$ cat src/hdl/argbc_pkg.sv
`timescale 1ns / 1ps
`default_nettype none
// ============================================================================
// argbc_pkg
// Shared types, register indexes, mode codes and lane rounding for the
// premultiplied ARGB32 compositor.
// ============================================================================
package argbc_pkg;

    localparam int unsigned PIXEL_W = 32;
    localparam int unsigned CHAN_W  = 8;
    localparam int unsigned LANES   = 4;
    localparam int unsigned PROD_W  = 16;

    localparam logic [1:0] MODE_OVER   = 2'd0;
    localparam logic [1:0] MODE_INTERP = 2'd1;
    localparam logic [1:0] MODE_SOLID  = 2'd2;
    localparam logic [1:0] MODE_NONE   = 2'd3;

    localparam logic [1:0] CFG_MODE        = 2'd0;
    localparam logic [1:0] CFG_CONST_ALPHA = 2'd1;
    localparam logic [1:0] CFG_SOLID_COLOR = 2'd2;

    localparam logic [7:0]  ALPHA_OPAQUE = 8'hff;
    localparam logic [16:0] ROUND_HALF   = 17'h00080;

    typedef struct packed {
        logic [31:0] src_pixel;
        logic [31:0] dst_pixel;
        logic        end_of_run;
    } t_in_beat;

    typedef struct packed {
        logic [31:0] result_pixel;
        logic        last_of_run;
    } t_out_beat;

    typedef struct packed {
        logic ld1;
        logic ld2;
        logic ld3;
        logic ld4;
    } t_pipe_ctl;

    function automatic logic [7:0] lane_round(input logic [15:0] t);
        logic [16:0] sum;
        sum = {1'b0, t} + {9'd0, t[15:8]} + ROUND_HALF;
        return sum[15:8];
    endfunction

endpackage
`default_nettype wire

$ cat src/hdl/argbc_datapath.sv
`timescale 1ns / 1ps
`default_nettype none
// ============================================================================
// argbc_datapath
// Four register stages: scale products, rounding, destination products,
// final rounding with byte-wise add and result selection.
// ============================================================================
module argbc_datapath (
    input  wire                    i_clk,
    input  wire argbc_pkg::t_pipe_ctl i_ctl,
    input  wire argbc_pkg::t_in_beat  i_in,
    input  wire [1:0]              i_mode,
    input  wire [7:0]              i_const_alpha,
    input  wire [31:0]             i_solid_color,
    output argbc_pkg::t_out_beat   o_out
);
    import argbc_pkg::*;

    logic [31:0]            n_color;
    logic [7:0]             n_inv_ca;
    logic [LANES-1:0][15:0] n_s1_pa;
    logic [LANES-1:0][15:0] n_s1_pb;
    logic                   n_s1_skip;
    logic [LANES-1:0][15:0] r_s1_pa;
    logic [LANES-1:0][15:0] r_s1_pb;
    logic [31:0]            r_s1_dst;
    logic [1:0]             r_s1_mode;
    logic                   r_s1_skip;
    logic                   r_s1_eor;

    logic [31:0]            n_s2_s;
    logic [31:0]            n_s2_interp;
    logic [31:0]            r_s2_s;
    logic [31:0]            r_s2_interp;
    logic [31:0]            r_s2_dst;
    logic [1:0]             r_s2_mode;
    logic                   r_s2_skip;
    logic                   r_s2_eor;

    logic [7:0]             n_inv_sa;
    logic [LANES-1:0][15:0] n_s3_prod;
    logic [LANES-1:0][15:0] r_s3_prod;
    logic [31:0]            r_s3_s;
    logic [31:0]            r_s3_interp;
    logic [31:0]            r_s3_dst;
    logic [1:0]             r_s3_mode;
    logic                   r_s3_skip;
    logic                   r_s3_eor;

    logic [31:0]            n_over;
    logic [31:0]            n_result;
    t_out_beat              r_out;

    always_comb begin
        n_color   = (i_mode == MODE_SOLID) ? i_solid_color : i_in.src_pixel;
        n_inv_ca  = ALPHA_OPAQUE - i_const_alpha;
        n_s1_skip = (i_mode == MODE_OVER) && (i_in.src_pixel[31:24] == 8'd0);
        for (int k = 0; k < LANES; k++) begin
            n_s1_pa[k] = n_color[8*k +: 8] * i_const_alpha;
            n_s1_pb[k] = i_in.dst_pixel[8*k +: 8] * n_inv_ca;
        end
    end

    always_ff @(posedge i_clk) begin
        if (i_ctl.ld1) begin
            r_s1_pa   <= n_s1_pa;
            r_s1_pb   <= n_s1_pb;
            r_s1_dst  <= i_in.dst_pixel;
            r_s1_mode <= i_mode;
            r_s1_skip <= n_s1_skip;
            r_s1_eor  <= i_in.end_of_run;
        end
    end

    always_comb begin
        for (int k = 0; k < LANES; k++) begin
            n_s2_s[8*k +: 8]      = lane_round(r_s1_pa[k]);
            n_s2_interp[8*k +: 8] = lane_round(r_s1_pa[k] + r_s1_pb[k]);
        end
    end

    always_ff @(posedge i_clk) begin
        if (i_ctl.ld2) begin
            r_s2_s      <= n_s2_s;
            r_s2_interp <= n_s2_interp;
            r_s2_dst    <= r_s1_dst;
            r_s2_mode   <= r_s1_mode;
            r_s2_skip   <= r_s1_skip;
            r_s2_eor    <= r_s1_eor;
        end
    end

    always_comb begin
        n_inv_sa = ALPHA_OPAQUE - r_s2_s[31:24];
        for (int k = 0; k < LANES; k++) begin
            n_s3_prod[k] = r_s2_dst[8*k +: 8] * n_inv_sa;
        end
    end

    always_ff @(posedge i_clk) begin
        if (i_ctl.ld3) begin
            r_s3_prod   <= n_s3_prod;
            r_s3_s      <= r_s2_s;
            r_s3_interp <= r_s2_interp;
            r_s3_dst    <= r_s2_dst;
            r_s3_mode   <= r_s2_mode;
            r_s3_skip   <= r_s2_skip;
            r_s3_eor    <= r_s2_eor;
        end
    end

    always_comb begin
        for (int k = 0; k < LANES; k++) begin
            n_over[8*k +: 8] = r_s3_s[8*k +: 8] + lane_round(r_s3_prod[k]);
        end
        case (r_s3_mode)
            MODE_OVER:   n_result = r_s3_skip ? r_s3_dst : n_over;
            MODE_INTERP: n_result = r_s3_interp;
            MODE_SOLID:  n_result = n_over;
            default:     n_result = r_s3_dst;
        endcase
    end

    always_ff @(posedge i_clk) begin
        if (i_ctl.ld4) begin
            r_out.result_pixel <= n_result;
            r_out.last_of_run  <= r_s3_eor;
        end
    end

    assign o_out = r_out;

endmodule
`default_nettype wire

$ cat src/hdl/argb_premultiplied_compositor.sv
`timescale 1ns / 1ps
`default_nettype none
// ============================================================================
// argb_premultiplied_compositor
// Composites premultiplied ARGB32 pixels in source-over, interpolate or
// solid-color source-over mode, or passes the destination through.
// ============================================================================
// The block takes one pixel beat per clock while its output is not stalled.
// It presents the results on its output in order, one result per input beat.
// Each beat passes through four register stages, the first of which captures
// the beat at the accepting edge: source scaling products, their rounding,
// destination products, and the final rounding with byte add. A stalled
// output holds the pipeline, and input is refused only when all four stages
// are full. The user must write the configuration registers through a plain
// write port while the block is idle; the block itself does not enforce it.
module argb_premultiplied_compositor (
    input  wire                     i_clk,
    input  wire                     i_rst_n,
    input  wire                     i_cfg_we,
    input  wire [1:0]               i_cfg_idx,
    input  wire [31:0]              i_cfg_data,
    input  wire                     i_in_valid,
    output logic                    o_in_ready,
    input  wire argbc_pkg::t_in_beat i_in,
    output logic                    o_out_valid,
    input  wire                     i_out_ready,
    output argbc_pkg::t_out_beat    o_out
);
    import argbc_pkg::*;

    logic [1:0]  r_mode;
    logic [7:0]  r_const_alpha;
    logic [31:0] r_solid_color;
    logic        r_v1;
    logic        r_v2;
    logic        r_v3;
    logic        r_v4;
    t_pipe_ctl   n_ctl;

    always_ff @(posedge i_clk) begin
        if (!i_rst_n) begin
            r_mode        <= MODE_OVER;
            r_const_alpha <= ALPHA_OPAQUE;
            r_solid_color <= '0;
        end else if (i_cfg_we) begin
            case (i_cfg_idx)
                CFG_MODE:        r_mode        <= i_cfg_data[1:0];
                CFG_CONST_ALPHA: r_const_alpha <= i_cfg_data[7:0];
                CFG_SOLID_COLOR: r_solid_color <= i_cfg_data;
                default: ;
            endcase
        end
    end

    always_comb begin
        n_ctl.ld4 = !r_v4 || i_out_ready;
        n_ctl.ld3 = !r_v3 || n_ctl.ld4;
        n_ctl.ld2 = !r_v2 || n_ctl.ld3;
        n_ctl.ld1 = !r_v1 || n_ctl.ld2;
    end

    always_ff @(posedge i_clk) begin
        if (!i_rst_n) begin
            r_v1 <= 1'b0;
            r_v2 <= 1'b0;
            r_v3 <= 1'b0;
            r_v4 <= 1'b0;
        end else begin
            if (n_ctl.ld1) begin
                r_v1 <= i_in_valid;
            end
            if (n_ctl.ld2) begin
                r_v2 <= r_v1;
            end
            if (n_ctl.ld3) begin
                r_v3 <= r_v2;
            end
            if (n_ctl.ld4) begin
                r_v4 <= r_v3;
            end
        end
    end

    argbc_datapath u_datapath (
        .i_clk         (i_clk),
        .i_ctl         (n_ctl),
        .i_in          (i_in),
        .i_mode        (r_mode),
        .i_const_alpha (r_const_alpha),
        .i_solid_color (r_solid_color),
        .o_out         (o_out)
    );

    assign o_in_ready  = n_ctl.ld1;
    assign o_out_valid = r_v4;

    a_full_when_blocked: assert property (@(posedge i_clk) disable iff (!i_rst_n)
        !o_in_ready |-> (r_v1 && r_v2 && r_v3 && r_v4))
        else $error("Input blocked while the pipeline has a free stage.");

    a_stage3_moves: assert property (@(posedge i_clk) disable iff (!i_rst_n)
        (r_v3 && n_ctl.ld4) |=> r_v4)
        else $error("A beat leaving stage three was lost.");

    a_stage1_holds: assert property (@(posedge i_clk) disable iff (!i_rst_n)
        (r_v1 && !n_ctl.ld2) |=> r_v1)
        else $error("A stalled beat in stage one was dropped.");

endmodule
`default_nettype wire

$ cat config.mk
export PLATFORM = sky130hd
export DESIGN_NAME = argb_premultiplied_compositor
export DESIGN_NICKNAME = d
export VERILOG_FILES = /design/src/hdl/argbc_pkg.sv /design/src/hdl/argbc_datapath.sv /design/src/hdl/argb_premultiplied_compositor.sv
export SDC_FILE = /design/constraint.sdc
export NUM_CORES = 2
export LEC_CHECK = 0
export ABC_AREA = 0
export BUFFER_PORTS_ARGS = -buffer_cell sky130_fd_sc_hd__buf_4
export CAP_MARGIN = 10
export CORE_AREA = 2 2 354 268
export CTS_CLUSTER_SIZE = 8
export DETAILED_ROUTE_END_ITERATION = 16
export DIE_AREA = 0 0 356 270
export PLACE_DENSITY = 0.82
export SLEW_MARGIN = 25
export SYNTH_ARGS = -nofsm -noshare
export SYNTH_HDL_FRONTEND = slang
export SYNTH_SLANG_ARGS = --single-unit
$ cat constraint.sdc
create_clock -name i_clk -period 13.9 [get_ports i_clk]
set_input_delay 0.695 -clock i_clk [delete_from_list [all_inputs] [get_ports i_clk]]
set_output_delay 0.695 -clock i_clk [all_outputs]
set_load 0.01 [all_outputs]
==> flow_summary.json <==
{
  "pre_cts_ws_ps": 8020,
  "avgViaCountPerCell": 5.62,
  "synth.distinct_cells": 74,
  "critical_path_arrival_ps": 6270,
  "cts_buffers": 74,
  "num_vias": 35300,
  "fin_area_um2": 55100,
  "synth_top_cell_by_area": "edfxtp_1",
  "async_flop_share_pct": 0,
  "h-tree-depth": 3,
  "placedInstanceArea_um2": 53000,
  "hold_viol_final": 0,
  "min_to": "u_datapath.r_s1_eor",
  "syn_nets": 6152,
  "worstReg2RegStart": "r_mode[0]",
  "max-slew-margin-rel_pct": 27.4,
  "cts-root-buf": "clkbuf_16",
  "crit_fanout": 32,
  "ys_ff_latch": 507,
  "io-pin-count": 139,
  "critPathBufInv": 2,
  "startpoint_type": "register",
  "drt-pass1-iter-count": 6,
  "drcViolationCount": 0,
  "nFillCells": 7416,
  "grt_pass1_vias": 36400,
  "port_buffers": 138,
  "coreArea_um2": 92700,
  "start_util_pct": 54.6,
  "grt_use_total_pct": 24.6,
  "end_kind": "register",
  "grt_max_degree": 87,
  "grt_first_pass_wirelength_um": 190000,
  "period_share_pct": 42.6,
  "rrSetupSlack_ps": 7980,
  "slowest_stage": "nand2b_2",
  "timing.setup.tns_ps": 0,
  "die_h_um": 270,
  "grt-ovfl-total": 0,
  "dpl.hpwl_um": 87300,
  "place.gp.congestion": 0.919,
  "ys.flop_type": "edfxtp_1",
  "r2r_end": "u_datapath.r_s1_pa[47]",
  "rsz0062_at_grt": "false",
  "cts_hold_buf": 0,
  "antenna_found_initial": 9,
  "fin_ws_ps": 7980,
  "synth_edf_count": 461,
  "hp-class": "in2reg",
  "ys_seq_area_share_pct": 29.2,
  "cp_common_cell": "fa_1",
  "hold_ws_ps": 242,
  "critPathKind": "reg2reg",
  "rows": 97,
  "cts.sinks": 507,
  "min_path_cells": 1,
  "postSynthCellCount": 4917,
  "ff_latch_area_um2": 14800,
  "clock_path_buffers": 3,
  "nets": 6262,
  "syn_area_per_cell_um2": 10.3,
  "max_freq_mhz": 169,
  "min_from": "i_in[0]",
  "wl_met1_um": 51100,
  "die-area_um2": 96100,
  "cp_cell_sequence": "nand2b_2 > mux2i_1 > nor2b_1 > fa_1 > fa_1 > inv_1 > fa_1 > fa_1 > inv_1 > ha_1 > o21ai_0 > a21boi_1 > o21ai_0 > a21oi_1 > a41o_1 > o41ai_1 > xnor2_1",
  "drv_slew": 0,
  "routed_wl_um": 116000,
  "post_synth_main_area_contributors": "edfxtp_1 (27%), fa_1 (17%), ha_1 (17%)",
  "drive_gt1_share_pct": 5.95,
  "top_layer": "met5",
  "skew_ps": 26.1,
  "status": "finished clean",
  "clk_pin_slew_ps": 50,
  "multi_input_area_um2": 32700,
  "critPathTopFamily": "adder cells",
  "clock_latency_ps": 630,
  "die_w_um": 356,
  "drv_cap": 0,
  "cts_tree": "built",
  "drt_iter0_drc": 2608,
  "areaGrowthSynthToFinish_pct": 8.73,
  "min_period_ps": 5920,
  "wl_met3_um": 10400,
  "worstPathRequired_ps": 14250,
  "post_drt_wl_per_cell_um": 18.5,
  "syn-cell-area_um2": 50600,
  "wl_met2_um": 52200,
  "ant_nets": 0,
  "critPathMaxStageDelay_ps": 830,
  "yosysWarnings": 0,
  "setup_viol": 0,
  "max_slew.worst_pin.slew_ps": 1080,
  "synth_top_area_share_pct": 27.3,
  "cts-resized-gates": 0,
  "rr_worst_depth": 17,
  "postCtsSetupBuffers": 0
}
-- how the worst max path moves through the flow --
stage	depth (start not counted)	start	end	slack [ps]
CTS	17	r_mode[0]	u_datapath.r_s1_pa[47]	8010
detailed placement	17	r_mode[0]	u_datapath.r_s1_pa[63]	8020
finish	17	r_mode[0]	u_datapath.r_s1_pa[47]	7980
floorplan	19	r_mode[0]	u_datapath.r_s1_pa[47]	8600
global placement	17	r_mode[0]	u_datapath.r_s1_pa[63]	8200
global route	17	r_mode[0]	u_datapath.r_s1_pa[63]	7550
-- cell type report --
| class | instances | area share, % |
|---|---|---|
| antenna | 3 | 0.0136 |
| sequential | 507 | 26.8 |
| tap | 1237 | 2.81 |
| clock inverter | 8 | 0.309 |
| clock buffer | 84 | 3.47 |
| inverter | 717 | 4.89 |
| multi-input combinational | 3562 | 59.4 |
| timing repair buffer | 165 | 2.26 |
-- placed cells by master (no fill, tap or decap), types with 134 or more instances in the layout --
master,netlist,layout
nor2_1,150,150
ha_1,691,691
o21ai_0,134,134
inv_1,717,715
nand2_1,268,266
nor2b_1,626,626
nand2b_1,181,180
buf_4,0,164
fa_1,440,440
edfxtp_1,461,461
xnor2_1,229,229
-- state kept, by name (all words and copies together), names as in the netlist, 2 cells and up --
signal,count
u_datapath.r_s2_interp,32
u_datapath.r_s1_mode,2
u_datapath.r_s2_mode,2
u_datapath.r_s3_interp,32
u_datapath.r_s2_s,32
u_datapath.r_s3_prod,64
u_datapath.r_s1_dst,32
r_const_alpha,8
u_datapath.r_s3_mode,2
u_datapath.r_s2_dst,32
r_mode,2
u_datapath.r_s3_dst,32
r_solid_color,32
u_datapath.o_out,33
u_datapath.r_s3_s,32
u_datapath.r_s1_pa,64
u_datapath.r_s1_pb,64
-- cells in the mapped netlist (18+ instances only) --
master and instances:
o21a_1 28, nand2_1 268, nor3_1 49, a21boi_0 51, nor2b_1 626, fa_1 440
mux2i_1 35, a31oi_1 19, o22ai_1 18, a21o_1 72, o21ai_0 134, and2_1 33
dfxtp_1 46, nand2b_1 181, nor2_1 150, a21oi_1 122, xnor2_1 229, nand3_1 67
clkbuf_1 125, xor2_1 65, o211ai_1 27, edfxtp_1 461, ha_1 691, or3_1 26
inv_1 717, or2_2 19
-- cells by family (layout without fill, tap and decap cells) --
family / count (synthesis) / count (layout) / synth area share (%)
compound gates: 597 / 597 / 7.82
mux: 44 / 44 / 0.892
flops: 507 / 507 / 29.2
buf+inv: 848 / 974 / 6.29
simple gates: 1495 / 1495 / 16.3
xor+xnor: 295 / 295 / 5.12
fa+ha+maj: 1131 / 1131 / 34.5
other cells: 0 / 3 / 0
-- through the flow --
| stage | std cells | utilization [%] |
|---|---|---|
| final | 6283 | 59.4 |
| after global placement | 6188 | 57.1 |
| after detailed placement | 6188 | 57.1 |
| after floorplan | 4917 | - |
| after global routing | 6280 | 59.4 |
| after CTS | 6280 | 59.4 |
-- layer usage --
metal | global-route usage [%] | vias up
met5 | 0 | -
met4 | 5.63 | 14
met2 | 38.5 | 1220
met1 | 34.6 | 17400
li1 | - | 16500
met3 | 5.85 | 191
Power is left out: the tool's default activity adds up to more than one toggle a clock period on the data nets, which glitch-free logic cannot reach.
